$ cat src/rtl/bce_pkg.sv
// Shared types and constants for the battery charge estimator.
// No dependencies; the divider, the estimator and the testbench import this package.
package bce_pkg;

    // Divider operand widths: dividend up to 65535 * 100 * 60, divisor up to 32768 * 100.
    localparam int NUM_W = 29;
    localparam int DEN_W = 22;
    localparam int CNT_W = 5;

    // Item kinds.
    localparam logic CMD_TABLE = 1'b0;
    localparam logic CMD_MEAS  = 1'b1;

    // Charge status codes that matter to the flags.
    localparam logic [2:0] ST_IDLE    = 3'd0;
    localparam logic [2:0] ST_DEAD    = 3'd2;
    localparam logic [2:0] ST_TRICKLE = 3'd3;
    localparam logic [2:0] ST_DONE    = 3'd5;

    // Battery level codes.
    localparam logic [1:0] LVL_HIGH = 2'd0;
    localparam logic [1:0] LVL_LOW  = 2'd1;
    localparam logic [1:0] LVL_CRIT = 2'd2;

    // Reset values and fixed factors.
    localparam logic [15:0] MIN_MV_RST = 16'd3400;
    localparam logic [15:0] MAX_MV_RST = 16'd4200;
    localparam logic [6:0]  PCT_FULL   = 7'd100;
    localparam logic [6:0]  MIN_PER_H  = 7'd60;
    localparam logic [6:0]  LVL_HIGH_TH = 7'd50;
    localparam logic [6:0]  LVL_LOW_TH  = 7'd25;

    // Configuration register indexes.
    typedef enum logic [1:0] {
        REG_MIN_MV  = 2'd0,
        REG_MAX_MV  = 2'd1,
        REG_FULL    = 2'd2,
        REG_ENTRIES = 2'd3
    } cfg_reg_t;

    // Sequencer states.
    typedef enum logic [3:0] {
        S_IDLE,
        S_CHK0,
        S_CHKN,
        S_WALK,
        S_LIN,
        S_MUL,
        S_CSTART,
        S_CWAIT,
        S_CFIN,
        S_MIN,
        S_MMUL,
        S_MSTART,
        S_MWAIT,
        S_DONE
    } state_t;

    // Request to and response from the shared divider.
    typedef struct packed {
        logic             start;
        logic [NUM_W-1:0] num;
        logic [DEN_W-1:0] den;
    } div_req_t;

    typedef struct packed {
        logic             busy;
        logic             done;
        logic [NUM_W-1:0] quot;
    } div_rsp_t;

endpackage

$ cat src/rtl/bce_ifs.sv
// Valid/ready channel interfaces for input and result words.
// Standalone; widths follow the field list of the estimator.
interface bce_in_if;
    logic               valid;
    logic               ready;
    logic               cmd;
    logic [3:0]         entry_index;
    logic [15:0]        entry_voltage_mv;
    logic [6:0]         entry_capacity_pct;
    logic               battery_present;
    logic signed [15:0] voltage_mv;
    logic signed [15:0] current_ma;
    logic [2:0]         charge_status;

    modport source (output valid, cmd, entry_index, entry_voltage_mv, entry_capacity_pct,
                    battery_present, voltage_mv, current_ma, charge_status, input ready);
    modport sink   (input valid, cmd, entry_index, entry_voltage_mv, entry_capacity_pct,
                    battery_present, voltage_mv, current_ma, charge_status, output ready);
endinterface

interface bce_out_if;
    logic               valid;
    logic               ready;
    logic               present_out;
    logic               voltage_valid;
    logic [6:0]         capacity_pct;
    logic               charging_flag;
    logic               discharging_flag;
    logic signed [16:0] reported_current_ma;
    logic signed [22:0] time_to_empty_min;
    logic               ac_on;
    logic [1:0]         battery_level;

    modport source (output valid, present_out, voltage_valid, capacity_pct, charging_flag,
                    discharging_flag, reported_current_ma, time_to_empty_min, ac_on,
                    battery_level, input ready);
    modport sink   (input valid, present_out, voltage_valid, capacity_pct, charging_flag,
                    discharging_flag, reported_current_ma, time_to_empty_min, ac_on,
                    battery_level, output ready);
endinterface

$ cat src/rtl/bce_div.sv
// Shared restoring divider, one quotient bit per cycle.
// Depends on bce_pkg for operand widths and the request/response structs.
module bce_div (
    input  logic              clk,
    input  logic              rst_n,
    input  bce_pkg::div_req_t req,
    output bce_pkg::div_rsp_t rsp
);
    import bce_pkg::*;

    logic [NUM_W-1:0] num_reg;
    logic [DEN_W-1:0] den_reg;
    logic [DEN_W-1:0] rem_reg;
    logic [CNT_W-1:0] cnt_reg;
    logic             busy_reg;
    logic             done_reg;
    logic [DEN_W:0]   trial;
    logic             fits;

    // Shift in the next dividend bit and try the subtraction.
    assign trial = {rem_reg, num_reg[NUM_W-1]};
    assign fits  = (trial >= {1'b0, den_reg});

    // Control state.
    always_ff @(posedge clk or negedge rst_n)
    begin
        if (!rst_n)
        begin
            busy_reg <= 1'b0;
            done_reg <= 1'b0;
            cnt_reg  <= '0;
        end
        else
        begin
            done_reg <= 1'b0;
            if (req.start)
            begin
                busy_reg <= 1'b1;
                cnt_reg  <= CNT_W'(NUM_W);
            end
            else if (busy_reg)
            begin
                cnt_reg <= cnt_reg - CNT_W'(1);
                if (cnt_reg == CNT_W'(1))
                begin
                    busy_reg <= 1'b0;
                    done_reg <= 1'b1;
                end
            end
        end
    end

    // Datapath; the quotient collects in the dividend register.
    always_ff @(posedge clk)
    begin
        if (req.start)
        begin
            num_reg <= req.num;
            den_reg <= req.den;
            rem_reg <= '0;
        end
        else if (busy_reg)
        begin
            rem_reg <= fits ? DEN_W'(trial - {1'b0, den_reg}) : trial[DEN_W-1:0];
            num_reg <= {num_reg[NUM_W-2:0], fits};
        end
    end

    assign rsp.busy = busy_reg;
    assign rsp.done = done_reg;
    assign rsp.quot = num_reg;

endmodule

$ cat src/rtl/bce_table.sv
// Voltage/capacity table memory with one write port and one registered read port.
// Depends on nothing but its depth parameter.
module bce_table #(
    parameter int DEPTH = 16,
    parameter int IDX_W = $clog2(DEPTH)
) (
    input  logic             clk,
    input  logic             we,
    input  logic [IDX_W-1:0] waddr,
    input  logic [15:0]      wvolt,
    input  logic [6:0]       wcap,
    input  logic [IDX_W-1:0] raddr,
    output logic [15:0]      rvolt,
    output logic [6:0]       rcap
);
    logic [15:0] volt_mem [DEPTH];
    logic [6:0]  cap_mem  [DEPTH];

    // Write and registered read.
    always_ff @(posedge clk)
    begin
        if (we)
        begin
            volt_mem[waddr] <= wvolt;
            cap_mem[waddr]  <= wcap;
        end
        rvolt <= volt_mem[raddr];
        rcap  <= cap_mem[raddr];
    end

endmodule

$ cat src/rtl/battery_charge_estimator.sv
// Battery charge estimator: table lookup or linear map, then a minutes estimate.
// A table write or an absent battery goes to S_DONE once accepted and is registered when the
// output register is free; a measurement takes a walk of up to TABLE_DEPTH - 1 entries, up to
// two divisions on the shared divider, and the sequencing states around them.
// Throughput: one word at a time; the input is ready again the cycle after the result is registered.
// Reset (rst_n, async low): registers to 3400/4200/0/0, capacity 0, minutes -1, status idle.
// The table memory is not cleared and must be written before it is used.
module battery_charge_estimator #(
    parameter int TABLE_DEPTH = 16
) (
    input  logic        clk,
    input  logic        rst_n,
    input  logic        cfg_we,
    input  logic [1:0]  cfg_index,
    input  logic [15:0] cfg_data,
    bce_in_if.sink      in_ch,
    bce_out_if.source   out_ch
);
    import bce_pkg::*;

    localparam int IDX_W = $clog2(TABLE_DEPTH);
    localparam int NCNT_W = $clog2(TABLE_DEPTH + 1);

    state_t state_reg, state_next;

    // Configuration registers.
    logic [15:0] min_mv_reg, max_mv_reg, full_reg;
    logic [4:0]  entries_reg;

    // Held state.
    logic [6:0]         held_cap_reg;
    logic signed [22:0] held_min_reg;
    logic [2:0]         held_status_reg;

    // Item and working registers.
    logic               cmd_reg, pres_reg, vvalid_reg;
    logic [15:0]        v_reg;
    logic signed [15:0] cur_reg;
    logic [15:0]        prev_v_reg;
    logic [6:0]         prev_c_reg;
    logic [IDX_W-1:0]   idx_reg;
    logic [15:0]        dv_reg;
    logic [6:0]         dc_reg;
    logic               neg_reg, direct_reg;
    logic [6:0]         base_reg, cap_reg;
    logic [NUM_W-1:0]   num_reg;
    logic [DEN_W-1:0]   den_reg;

    // Output register.
    logic               out_valid_reg;
    logic               o_pres_reg, o_vvalid_reg, o_chg_reg, o_dis_reg, o_ac_reg;
    logic [6:0]         o_cap_reg;
    logic signed [16:0] o_cur_reg;
    logic signed [22:0] o_min_reg;
    logic [1:0]         o_lvl_reg;

    // Control from the sequencer.
    logic             in_acc, tbl_we, div_start, out_load;
    logic [IDX_W-1:0] rd_addr;
    logic [15:0]      rd_volt;
    logic [6:0]       rd_cap;
    div_req_t         div_req;
    div_rsp_t         div_rsp;

    // Derived values.
    logic [NCNT_W-1:0]  n_used;
    logic [IDX_W-1:0]   last_addr;
    logic               cur_neg;
    logic signed [16:0] cur_mag;
    logic               charging;
    logic signed [23:0] cap_sum;
    logic [6:0]         cap_clamped;
    logic [22:0]        q_term;

    assign in_acc   = in_ch.valid && in_ch.ready;
    assign tbl_we   = in_acc && (in_ch.cmd == CMD_TABLE)
                      && (32'(in_ch.entry_index) < TABLE_DEPTH);
    assign n_used   = (32'(entries_reg) > TABLE_DEPTH) ? NCNT_W'(TABLE_DEPTH)
                                                       : NCNT_W'(entries_reg);
    assign last_addr = IDX_W'(n_used - NCNT_W'(1));
    assign cur_neg  = cur_reg[15];
    assign cur_mag  = -{cur_reg[15], cur_reg};
    assign charging = (held_status_reg >= ST_DEAD) && (held_status_reg <= ST_DONE);

    // Capacity from base plus or minus the quotient, clamped to 0..100.
    assign q_term  = direct_reg ? '0 : div_rsp.quot[22:0];
    assign cap_sum = $signed({17'd0, base_reg})
                     + (neg_reg ? -$signed({1'b0, q_term}) : $signed({1'b0, q_term}));
    always_comb
    begin
        priority if (cap_sum < 0)
            cap_clamped = '0;
        else if (cap_sum > 24'sd100)
            cap_clamped = PCT_FULL;
        else
            cap_clamped = cap_sum[6:0];
    end

    bce_table #(.DEPTH(TABLE_DEPTH), .IDX_W(IDX_W)) u_table (
        .clk   (clk),
        .we    (tbl_we),
        .waddr (IDX_W'(in_ch.entry_index)),
        .wvolt (in_ch.entry_voltage_mv),
        .wcap  (in_ch.entry_capacity_pct),
        .raddr (rd_addr),
        .rvolt (rd_volt),
        .rcap  (rd_cap)
    );

    assign div_req.start = div_start;
    assign div_req.num   = num_reg;
    assign div_req.den   = den_reg;

    bce_div u_div (
        .clk   (clk),
        .rst_n (rst_n),
        .req   (div_req),
        .rsp   (div_rsp)
    );

    // Next state.
    always_comb
    begin
        state_next = state_reg;
        unique case (state_reg)
            S_IDLE:
            begin
                if (in_acc)
                begin
                    if (in_ch.cmd == CMD_TABLE || !in_ch.battery_present)
                        state_next = S_DONE;
                    else if (in_ch.voltage_mv[15])
                        state_next = S_MIN;
                    else if (n_used != '0)
                        state_next = S_CHK0;
                    else
                        state_next = S_LIN;
                end
            end
            S_CHK0:   state_next = (v_reg >= rd_volt) ? S_CFIN : S_CHKN;
            S_CHKN:   state_next = (v_reg <= rd_volt) ? S_CFIN : S_WALK;
            S_WALK:
            begin
                if (v_reg >= rd_volt)
                    state_next = (prev_v_reg == rd_volt) ? S_CFIN : S_MUL;
            end
            S_LIN:
            begin
                if (v_reg <= min_mv_reg || v_reg >= max_mv_reg)
                    state_next = S_CFIN;
                else
                    state_next = S_MUL;
            end
            S_MUL:    state_next = S_CSTART;
            S_CSTART: state_next = S_CWAIT;
            S_CWAIT:  state_next = div_rsp.done ? S_CFIN : S_CWAIT;
            S_CFIN:   state_next = S_MIN;
            S_MIN:
            begin
                if (cur_neg && cap_reg != '0 && full_reg != '0)
                    state_next = S_MMUL;
                else
                    state_next = S_DONE;
            end
            S_MMUL:   state_next = S_MSTART;
            S_MSTART: state_next = S_MWAIT;
            S_MWAIT:  state_next = div_rsp.done ? S_DONE : S_MWAIT;
            S_DONE:   state_next = out_load ? S_IDLE : S_DONE;
            default:  state_next = S_IDLE;
        endcase
    end

    // Sequencer outputs.
    always_comb
    begin
        in_ch.ready = 1'b0;
        div_start   = 1'b0;
        out_load    = 1'b0;
        rd_addr     = '0;
        unique case (state_reg)
            S_IDLE:   in_ch.ready = 1'b1;
            S_CHK0:   rd_addr = last_addr;
            S_CHKN:   rd_addr = IDX_W'(1);
            S_WALK:   rd_addr = idx_reg + IDX_W'(1);
            S_CSTART: div_start = 1'b1;
            S_MSTART: div_start = 1'b1;
            S_DONE:   out_load = !out_valid_reg || out_ch.ready;
            default:  rd_addr = '0;
        endcase
    end

    // Configuration writes.
    always_ff @(posedge clk or negedge rst_n)
    begin
        if (!rst_n)
        begin
            min_mv_reg  <= MIN_MV_RST;
            max_mv_reg  <= MAX_MV_RST;
            full_reg    <= '0;
            entries_reg <= '0;
        end
        else if (cfg_we)
        begin
            unique case (cfg_reg_t'(cfg_index))
                REG_MIN_MV:  min_mv_reg  <= cfg_data;
                REG_MAX_MV:  max_mv_reg  <= cfg_data;
                REG_FULL:    full_reg    <= cfg_data;
                REG_ENTRIES: entries_reg <= cfg_data[4:0];
                default:     entries_reg <= entries_reg;
            endcase
        end
    end

    // Control and held state.
    always_ff @(posedge clk or negedge rst_n)
    begin
        if (!rst_n)
        begin
            state_reg       <= S_IDLE;
            held_cap_reg    <= '0;
            held_min_reg    <= '1;
            held_status_reg <= ST_IDLE;
            out_valid_reg   <= 1'b0;
        end
        else
        begin
            state_reg <= state_next;
            if (in_acc && in_ch.cmd == CMD_MEAS && in_ch.battery_present)
                held_status_reg <= in_ch.charge_status;
            if (state_reg == S_CFIN)
                held_cap_reg <= cap_clamped;
            if (state_reg == S_MIN && state_next == S_DONE)
                held_min_reg <= '1;
            if (state_reg == S_MWAIT && div_rsp.done)
                held_min_reg <= $signed(div_rsp.quot[22:0]);
            if (out_load)
                out_valid_reg <= 1'b1;
            else if (out_ch.ready)
                out_valid_reg <= 1'b0;
        end
    end

    // Working datapath.
    always_ff @(posedge clk)
    begin
        unique case (state_reg)
            S_IDLE:
            begin
                if (in_acc)
                begin
                    cmd_reg    <= in_ch.cmd;
                    pres_reg   <= in_ch.battery_present;
                    v_reg      <= in_ch.voltage_mv;
                    cur_reg    <= in_ch.current_ma;
                    vvalid_reg <= 1'b0;
                    cap_reg    <= '0;
                end
            end
            S_CHK0:
            begin
                base_reg   <= rd_cap;
                direct_reg <= 1'b1;
                neg_reg    <= 1'b0;
                prev_v_reg <= rd_volt;
                prev_c_reg <= rd_cap;
            end
            S_CHKN:
            begin
                base_reg   <= rd_cap;
                direct_reg <= 1'b1;
                neg_reg    <= 1'b0;
                idx_reg    <= IDX_W'(1);
            end
            S_WALK:
            begin
                if (v_reg >= rd_volt)
                begin
                    // Interpolate between the previous entry and this one.
                    direct_reg <= (prev_v_reg == rd_volt);
                    base_reg   <= (prev_v_reg == rd_volt) ? prev_c_reg : rd_cap;
                    neg_reg    <= (prev_c_reg < rd_cap) && (prev_v_reg != rd_volt);
                    dv_reg     <= v_reg - rd_volt;
                    dc_reg     <= (prev_c_reg < rd_cap) ? rd_cap - prev_c_reg
                                                        : prev_c_reg - rd_cap;
                    den_reg    <= DEN_W'(prev_v_reg - rd_volt);
                end
                else
                begin
                    prev_v_reg <= rd_volt;
                    prev_c_reg <= rd_cap;
                    idx_reg    <= idx_reg + IDX_W'(1);
                end
            end
            S_LIN:
            begin
                // Linear map between the design minimum and maximum.
                neg_reg    <= 1'b0;
                direct_reg <= (v_reg <= min_mv_reg) || (v_reg >= max_mv_reg);
                base_reg   <= (v_reg <= min_mv_reg) ? 7'd0
                              : ((v_reg >= max_mv_reg) ? PCT_FULL : 7'd0);
                dv_reg     <= v_reg - min_mv_reg;
                dc_reg     <= PCT_FULL;
                den_reg    <= DEN_W'(max_mv_reg - min_mv_reg);
            end
            S_MUL:    num_reg <= NUM_W'(dv_reg) * NUM_W'(dc_reg);
            S_CFIN:
            begin
                cap_reg    <= cap_clamped;
                vvalid_reg <= 1'b1;
            end
            S_MIN:
            begin
                // Minutes = full * cap * 60 / (|current| * 100).
                dv_reg  <= 16'(cap_reg) * 16'(MIN_PER_H);
                den_reg <= DEN_W'(cur_mag[15:0]) * DEN_W'(PCT_FULL);
            end
            S_MMUL:   num_reg <= NUM_W'(full_reg) * NUM_W'(dv_reg);
            default:  idx_reg <= idx_reg;
        endcase
    end

    // Result word.
    always_ff @(posedge clk)
    begin
        if (out_load)
        begin
            o_pres_reg   <= (cmd_reg == CMD_MEAS) && pres_reg;
            o_vvalid_reg <= (cmd_reg == CMD_MEAS) && pres_reg && vvalid_reg;
            o_cap_reg    <= held_cap_reg;
            o_chg_reg    <= charging;
            o_ac_reg     <= (held_status_reg >= ST_TRICKLE) && (held_status_reg <= ST_DONE);
            o_min_reg    <= held_min_reg;
            if (cmd_reg == CMD_MEAS && pres_reg)
            begin
                o_dis_reg <= !charging && cur_neg;
                o_cur_reg <= (!charging && cur_neg) ? cur_mag : 17'(cur_reg);
            end
            else
            begin
                o_dis_reg <= 1'b0;
                o_cur_reg <= '0;
            end
            priority if (held_cap_reg > LVL_HIGH_TH)
                o_lvl_reg <= LVL_HIGH;
            else if (held_cap_reg > LVL_LOW_TH)
                o_lvl_reg <= LVL_LOW;
            else
                o_lvl_reg <= LVL_CRIT;
        end
    end

    assign out_ch.valid               = out_valid_reg;
    assign out_ch.present_out         = o_pres_reg;
    assign out_ch.voltage_valid       = o_vvalid_reg;
    assign out_ch.capacity_pct        = o_cap_reg;
    assign out_ch.charging_flag       = o_chg_reg;
    assign out_ch.discharging_flag    = o_dis_reg;
    assign out_ch.reported_current_ma = o_cur_reg;
    assign out_ch.time_to_empty_min   = o_min_reg;
    assign out_ch.ac_on               = o_ac_reg;
    assign out_ch.battery_level       = o_lvl_reg;

    // The divider is only started when it is free.
    a_div_free: assert property (@(posedge clk) disable iff (!rst_n)
        div_start |-> !div_rsp.busy)
        else $error("divider started while busy");

    // An accepted word closes the input until its result is registered.
    a_one_item: assert property (@(posedge clk) disable iff (!rst_n)
        in_acc |=> !in_ch.ready)
        else $error("input ready right after accept");

    // A valid voltage implies a present battery.
    a_vvalid: assert property (@(posedge clk) disable iff (!rst_n)
        out_ch.valid && out_ch.voltage_valid |-> out_ch.present_out)
        else $error("voltage valid without presence");

    // A discharging result reports a nonnegative current.
    a_dis_mag: assert property (@(posedge clk) disable iff (!rst_n)
        out_ch.valid && out_ch.discharging_flag |-> !out_ch.reported_current_ma[16])
        else $error("negative current while discharging");

endmodule

$ cat src/flat_wrapper.sv
// flat-port wrapper written by rule: the top's interface ports become plain ports
module battery_charge_estimator_flat import bce_pkg::*;
#(
    parameter int TABLE_DEPTH = 16
)
  (clk, rst_n, cfg_we, cfg_index, cfg_data, in_ch_valid, in_ch_cmd, in_ch_entry_index, in_ch_entry_voltage_mv, in_ch_entry_capacity_pct, in_ch_battery_present, in_ch_voltage_mv, in_ch_current_ma, in_ch_charge_status, in_ch_ready, out_ch_valid, out_ch_present_out, out_ch_voltage_valid, out_ch_capacity_pct, out_ch_charging_flag, out_ch_discharging_flag, out_ch_reported_current_ma, out_ch_time_to_empty_min, out_ch_ac_on, out_ch_battery_level, out_ch_ready);
  bce_in_if in_ch_i ();
  bce_out_if out_ch_i ();
  input  logic clk;
  input  logic rst_n;
  input  logic cfg_we;
  input  logic [1:0] cfg_index;
  input  logic [15:0] cfg_data;
  input wire logic [$bits(in_ch_i.valid)-1:0] in_ch_valid;
  input wire logic [$bits(in_ch_i.cmd)-1:0] in_ch_cmd;
  input wire logic [$bits(in_ch_i.entry_index)-1:0] in_ch_entry_index;
  input wire logic [$bits(in_ch_i.entry_voltage_mv)-1:0] in_ch_entry_voltage_mv;
  input wire logic [$bits(in_ch_i.entry_capacity_pct)-1:0] in_ch_entry_capacity_pct;
  input wire logic [$bits(in_ch_i.battery_present)-1:0] in_ch_battery_present;
  input wire logic [$bits(in_ch_i.voltage_mv)-1:0] in_ch_voltage_mv;
  input wire logic [$bits(in_ch_i.current_ma)-1:0] in_ch_current_ma;
  input wire logic [$bits(in_ch_i.charge_status)-1:0] in_ch_charge_status;
  output wire logic [$bits(in_ch_i.ready)-1:0] in_ch_ready;
  output wire logic [$bits(out_ch_i.valid)-1:0] out_ch_valid;
  output wire logic [$bits(out_ch_i.present_out)-1:0] out_ch_present_out;
  output wire logic [$bits(out_ch_i.voltage_valid)-1:0] out_ch_voltage_valid;
  output wire logic [$bits(out_ch_i.capacity_pct)-1:0] out_ch_capacity_pct;
  output wire logic [$bits(out_ch_i.charging_flag)-1:0] out_ch_charging_flag;
  output wire logic [$bits(out_ch_i.discharging_flag)-1:0] out_ch_discharging_flag;
  output wire logic [$bits(out_ch_i.reported_current_ma)-1:0] out_ch_reported_current_ma;
  output wire logic [$bits(out_ch_i.time_to_empty_min)-1:0] out_ch_time_to_empty_min;
  output wire logic [$bits(out_ch_i.ac_on)-1:0] out_ch_ac_on;
  output wire logic [$bits(out_ch_i.battery_level)-1:0] out_ch_battery_level;
  input wire logic [$bits(out_ch_i.ready)-1:0] out_ch_ready;
  assign in_ch_i.valid = in_ch_valid;
  assign in_ch_i.cmd = in_ch_cmd;
  assign in_ch_i.entry_index = in_ch_entry_index;
  assign in_ch_i.entry_voltage_mv = in_ch_entry_voltage_mv;
  assign in_ch_i.entry_capacity_pct = in_ch_entry_capacity_pct;
  assign in_ch_i.battery_present = in_ch_battery_present;
  assign in_ch_i.voltage_mv = in_ch_voltage_mv;
  assign in_ch_i.current_ma = in_ch_current_ma;
  assign in_ch_i.charge_status = in_ch_charge_status;
  assign in_ch_ready = in_ch_i.ready;
  assign out_ch_valid = out_ch_i.valid;
  assign out_ch_present_out = out_ch_i.present_out;
  assign out_ch_voltage_valid = out_ch_i.voltage_valid;
  assign out_ch_capacity_pct = out_ch_i.capacity_pct;
  assign out_ch_charging_flag = out_ch_i.charging_flag;
  assign out_ch_discharging_flag = out_ch_i.discharging_flag;
  assign out_ch_reported_current_ma = out_ch_i.reported_current_ma;
  assign out_ch_time_to_empty_min = out_ch_i.time_to_empty_min;
  assign out_ch_ac_on = out_ch_i.ac_on;
  assign out_ch_battery_level = out_ch_i.battery_level;
  assign out_ch_i.ready = out_ch_ready;
  battery_charge_estimator #(.TABLE_DEPTH(TABLE_DEPTH)) u_core (.clk(clk), .rst_n(rst_n), .cfg_we(cfg_we), .cfg_index(cfg_index), .cfg_data(cfg_data), .in_ch(in_ch_i), .out_ch(out_ch_i));
endmodule
$ cat config.mk
export PLATFORM = sky130hd
export DESIGN_NAME = battery_charge_estimator_flat
export DESIGN_NICKNAME = d
export VERILOG_FILES = /design/src/rtl/bce_pkg.sv /design/src/rtl/bce_ifs.sv /design/src/rtl/bce_div.sv /design/src/rtl/bce_table.sv /design/src/rtl/battery_charge_estimator.sv /design/src/flat_wrapper.sv
export SDC_FILE = /design/constraint.sdc
export NUM_CORES = 2
export LEC_CHECK = 0
export BUFFER_PORTS_ARGS = -buffer_cell sky130_fd_sc_hd__buf_2
export CAP_MARGIN = 10
export CORE_UTILIZATION = 45
export DETAILED_ROUTE_END_ITERATION = 7
export SLEW_MARGIN = 20
export SYNTH_ARGS = -nofsm -noshare
export SYNTH_HDL_FRONTEND = slang
export SYNTH_SLANG_ARGS = --single-unit
$ cat constraint.sdc
create_clock -name clk -period 18.4 [get_ports clk]
set_input_delay 0 -clock clk [delete_from_list [all_inputs] [get_ports clk]]
set_output_delay 0 -clock clk [all_outputs]
set_load 0.05 [all_outputs]
# == Word level (Yosys, flattened, before mapping) ==
# Memories as Yosys holds them, arrays and structs flattened. A register that Yosys moved wholly into a read port is not among the register bits.
# Cells that the tools add are included.
# totals
ff_bits,377
mem_bits_rw,368
inputBits,87
out_inout_bits,56
wordCells,217
mem_count,2
# mem_list
memory,words,word_bits,read_ports,rd_ports_with_merged_regs,wr,line_no,rtl
u_core.u_table.volt_mem,16,16,1,1,1,bce_table.sv:16,logic [15:0] volt_mem [DEPTH];
u_core.u_table.cap_mem,16,7,1,1,1,bce_table.sv:17,logic [6:0] cap_mem [DEPTH];
# op_classes
n_addsub,13
mul,4
n_lt_le_gt_ge,14
n_eq_ne,23
n_mux,69
n_bitwise,1
reduce_logical,51
# ops
cell,n
two-way mux 7 bit,10
two-way mux 23 bit,3
case mux 22 bit (3 select lines),1
two-way mux 29 bit,2
case mux 29 bit (2 select lines),1
case mux 4 bit (14 select lines),1
case mux 16 bit (3 select lines),1
two-way mux 22 bit,2
two-way mux 4 bit,11
case mux 7 bit (2 select lines),3
subtractor 16 x 16 -> 17 bit,2
greater-or-equal comparator 16 bit,2
<= comparator 16 bit,2
two-way mux 16 bit,2
case mux 16 bit (2 select lines),1
subtractor 16 bit,2
multiplier 16 x 16 -> 29 bit,1
"== test 4 bit, second input constant",7
adder 8 x 24 -> 24 bit,1
"> comparator 24 x 8 -> 1 bit, second input constant",1
"< comparator 24 x 1 -> 1 bit, second input constant",1
two-way mux 24 bit,1
negation 23 -> 24 bit,1
AND reduction 2 bit,12
other kinds (49),104

# == Longest topological paths before layout ==
# logic_depth
word_depth,12
depth_mapped,25
mapped_depth_nobuf,24

# == Cells and area by module ==
# Synthesis repeated with hierarchy kept, for this count alone.
# unflattened
hier_cells,4178
hier_area_um2,49040.8
# by_module_without_submodules
mod,n_inst,cells_each,area_per_inst_um2,seq_area_each_um2
battery_charge_estimator,1,3145,30190.2,8503.2
bce_table,1,608,14308.7,11511.0
bce_div,1,425,4541.9,2147.1

# == Worst setup path before layout ==
# OpenSTA, ideal clock, no wires.
# synth_timing
kind,register to register
start,reg u_core.full_reg[6]
end,reg u_core.num_reg[25] (data pin)
setup_time_ns,0.259
arrival_time_ns,6.206
required_ns,18.141
setup_slack_ns,11.935
path_stages_with_launch,25
path_buffers,1
synth_period_minus_slack_ns,6.465
cell_sequence,dfrtp_1 > clkbuf_1 > nand2_1 > fa_1 > inv_1 > fa_1 > inv_1 > fa_1 > inv_1 > fa_1 > fa_1 > inv_1 > fa_1 > inv_1 > ha_1 > and3_1 > a31oi_1 > o21ai_0 > a21oi_1 > nand2b_1 > a21oi_1 > o2111a_1 > o311ai_0 > nor4_1 > a211o_1
# synth_via
elab_chain_cells,2
# synth_lines
item,line_no,rtl
from (decl),battery_charge_estimator.sv:27,"logic [15:0] min_mv_reg, max_mv_reg, full_reg;"
from (signal assigned),battery_charge_estimator.sv:207,REG_FULL: full_reg <= cfg_data;
multiplier 16 x 16 -> 29 bit,battery_charge_estimator.sv:317,S_MMUL: num_reg <= NUM_W'(full_reg) * NUM_W'(dv_reg);
case mux 29 bit (2 select lines),battery_charge_estimator.sv:246,unique case (state_reg)
to (signal assigned),battery_charge_estimator.sv:305,S_MUL: num_reg <= NUM_W'(dv_reg) * NUM_W'(dc_reg);
to (signal assigned),battery_charge_estimator.sv:317,
to (decl),battery_charge_estimator.sv:46,logic [NUM_W-1:0] num_reg;
# Every way passes these cells.
# A chain may end at the register's enable or synchronous reset.

# == Worst setup path after layout ==
# layout_timing
start,reg u_core.dv_reg[6]
end,reg u_core.num_reg[26] (data pin)
# layout_via
elab_chain_cells,2
# layout_lines
item,line_no,rtl
from (decl),battery_charge_estimator.sv:42,logic [15:0] dv_reg;
from (signal assigned),battery_charge_estimator.sv:282,dv_reg <= v_reg - rd_volt;
from (signal assigned),battery_charge_estimator.sv:301,dv_reg <= v_reg - min_mv_reg;
from (signal assigned),battery_charge_estimator.sv:314,dv_reg <= 16'(cap_reg) * 16'(MIN_PER_H);
multiplier 16 x 16 -> 29 bit,battery_charge_estimator.sv:317,
case mux 29 bit (2 select lines),battery_charge_estimator.sv:246,
# Every way passes these cells.

==> impl_metrics.py <==
metrics = {
    "routing": {
        "drc": 0,
        "drt_wl_total_um": 129000,
        "drt_pass1_iterations": 5,
        "viasPerCell": 5.492,
        "via_count": 35163,
        "antenna_left": 0,
        "wl_per_cell_um": 20.15,
        "drtIter0Drc": 2634,
    },
    "finish": {
        "top_register": "u_core.u_table.volt_mem",
        "final_nets": 5556,
        "area_growth_pct": 12.24,
        "reg.largest.list": "u_core.u_table.volt_mem (256), u_core.u_table.cap_mem (112)",
        "largest_reg_flops": 256,
        "final_common_cell": "nand2_1",
        "n_fill_cell": 9751,
        "mostFrequentLayoutCells": "643 x nand2_1, 625 x edfxtp_1, 515 x inv_1",
        "design_area_um2": 56070,
        "drive_gt1_frac": 0.09763,
        "diodes": 0,
    },
    "worst_setup_path": {
        "cpMaxStageDelayCell": "a2111oi_0",
        "cp_max_fo": 23,
        "crit_family": "adder cells",
        "crit_buf_inv": 4,
        "timing.critical_path.mode_cell": "fa_1",
        "cp-start-kind": "flip-flop",
        "critPathMaxStageDelay_ps": 950,
        "crit_path_end_kind": "flip-flop",
        "crit_arrival_ps": 7870,
        "path_cells": "and2_1 > fa_1 > inv_1 > fa_1 > fa_1 > fa_1 > inv_1 > fa_1 > inv_1 > fa_1 > inv_1 > ha_1 > a21o_1 > a41oi_1 > o21ai_0 > a2111oi_0 > o21bai_1 > a41oi_1 > xor2_1 > nor2_1",
        "crit_type": "reg2reg",
        "worstPathRequired_ps": 18790,
    },
    "floorplan": {
        "die_y_um": 335.2,
        "die_w_um": 335.2,
        "die-area_um2": 112300,
        "start_util": 0.4563,
        "rows": 121,
        "ios": 143,
        "core_um2": 109500,
    },
    "yosys": {
        "syn-num-nets": 5382,
        "synth_top_flop_cell": "edfxtp_1",
        "ys_warn_count": 0,
        "synth_enable_flop_cells": 625,
        "synth_area_per_cell_um2": 10.67,
        "synth_seq_cells": 768,
        "synth_cell_types": 101,
        "seq_area_frac_synth": 0.4437,
        "synth.cell_area_um2": 49950,
        "ys_async_sr_fraction": 0.1276,
        "synthCells": 4683,
    },
    "clock_tree": {
        "cts_made_buffers": 85,
        "htreeDepth": 3,
        "clockBufferDepth": 3,
        "clk_pin_slew_ps": 70,
        "clk_latency_ps": 670,
        "tritoncts": "done",
        "ctsResizeCount": 0,
        "clkSinkCount": 768,
        "cts-root-buf": "clkbuf_16",
    },
    "global_routing": {
        "grt_pass1_wl_um": 202800,
        "grt_pass1_vias": 35311,
        "grt_use_total": 0.2324,
        "grt_max_degree": 185,
        "grt_overflow_total": 0,
        "antenna_found_initial": 6,
    },
    "run": {
        "cap_violations": 0,
    },
    "timing": {
        "period_minus_slack_ps": 7478,
        "hold_viol_final": 0,
        "setup_viol": 0,
        "setup_tns_ps": 0,
        "rsz0062_at_grt": "false",
        "layout_setup_ws_ps": 10920,
        "slew-limit-headroom": 0.2368,
        "maxSlewViolCount": 0,
        "tightest_slew_ps": 1141,
        "fin_crit_sh": 0.4064,
        "max_freq_mhz": 133.7,
        "skew_ps": 25.17,
        "holdWs_ps": 7.721,
    },
    "status": {
        "status": "finished clean",
    },
    "place": {
        "gp_congestion": 0.9162,
        "dp_slack_ps": 11040,
        "place_area_um2": 52130,
        "dp_hpwl_um": 89680,
        "port_buffers": 142,
    },
    "hold_path": {
        "hold_path_class": "in2async",
    },
}
-- stage by stage --
stage	util	std cells
after floorplan	-	4683
after global placement	0.4762	6132
after detailed placement	0.4762	6132
after CTS	0.5122	6403
after global routing	0.5122	6403
final	0.5122	6403
-- cell families after synthesis --
logic type                 after synthesis  share of synthesized area
buffers and inverters                  736                    0.05714
AOI/OAI and AO/OA                      903                     0.1200
muxes                                   70                    0.01528
and+or+nand+nor                       1414                     0.1353
xor gates and xnor gates               180                    0.03156
DFF                                    768                     0.4437
adders and majority gates              612                     0.1970
-- synthesized netlist by cell type, types with 13 or more instances --
master,number,area (um2)
mux2i_1,23,230.2
nand4_1,28,175.2
xor2_1,78,683.2
dfxtp_1,45,900.9
a21o_1,58,435.4
a21oi_1,214,1071
nor2b_1,37,231.5
fa_1,291,5826
dfrtp_1,66,1652
xnor2_1,102,893.4
o21a_1,13,97.59
or3_1,29,181.4
a22oi_1,21,157.7
o21ai_0,173,865.8
clkbuf_1,191,716.9
nor4_1,17,106.4
dfstp_2,32,840.8
nand3_1,38,190.2
a311oi_1,50,437.9
nand2_1,644,2417
edfxtp_1,625,18770
mux2_2,46,518.0
nor2_1,207,777.0
a31oi_1,68,425.4
inv_1,516,1937
nor3_1,56,280.3
a211oi_1,136,1021
and2_1,240,1501
nand2b_1,36,225.2
ha_1,321,4016
-- final timing paths --
kind	startpoint	endpoint	slack, ps	cells past startpoint
min reg2reg	u_core.den_reg[10]$_DFFE_PP_	u_core.u_div.den_reg[10]$_DFFE_PN_	420	0
min in group clk	in_ch_current_ma[6]	u_core.cur_reg[6]$_DFFE_PP_	50	2
max reg2reg	u_core.dv_reg[6]$_DFFE_PP_	u_core.num_reg[26]$_SDFFCE_PN0P_	10920	20
min	rst_n	u_core.out_ch.valid$_DFFE_PN0P_	8	2
max in group asynchronous	rst_n	u_core.full_reg[0]$_DFFE_PN0P_	17170	3
max	u_core.dv_reg[6]$_DFFE_PP_	u_core.num_reg[26]$_SDFFCE_PN0P_	10920	20
-- worst reg2reg max path, cell delays in order, from the launching register on --
cell       delay, ps
edfxtp_1         730
and2_1           350
fa_1             540
inv_1             60
fa_1             560
fa_1             440
fa_1             490
inv_1             50
fa_1             530
inv_1             70
fa_1             550
inv_1             50
ha_1             350
a21o_1           180
a41oi_1          330
o21ai_0          240
a2111oi_0        950
o21bai_1         220
a41oi_1          290
xor2_1           170
nor2_1            60
-- layout make-up --
cell class,count,area (um2),share of cell area
clock buffer,115,2374,0.04233
clock inverter,42,419.2,0.007476
inverter,517,1941,0.03461
multi-input combinational,3179,25080,0.4474
sequential,768,22160,0.3953
tap,1476,1847,0.03294
timing repair buffer,306,2242,0.03999
-- routing by layer --
metal  GRT usage  routed length [um]
met4     0.06004                2928
met2      0.3822               61080
met3     0.03742                7638
met1      0.3194               57320
met5           0                  56
-- what timing repair did --
action	CTS	global route
setup endpoints to repair	0	0
hold endpoints to repair	538	0
hold buffers	114	0
setup buffers	0	0
Power is left out: the tool's default activity adds up to more than one toggle a clock period on the data nets, which glitch-free logic cannot reach.
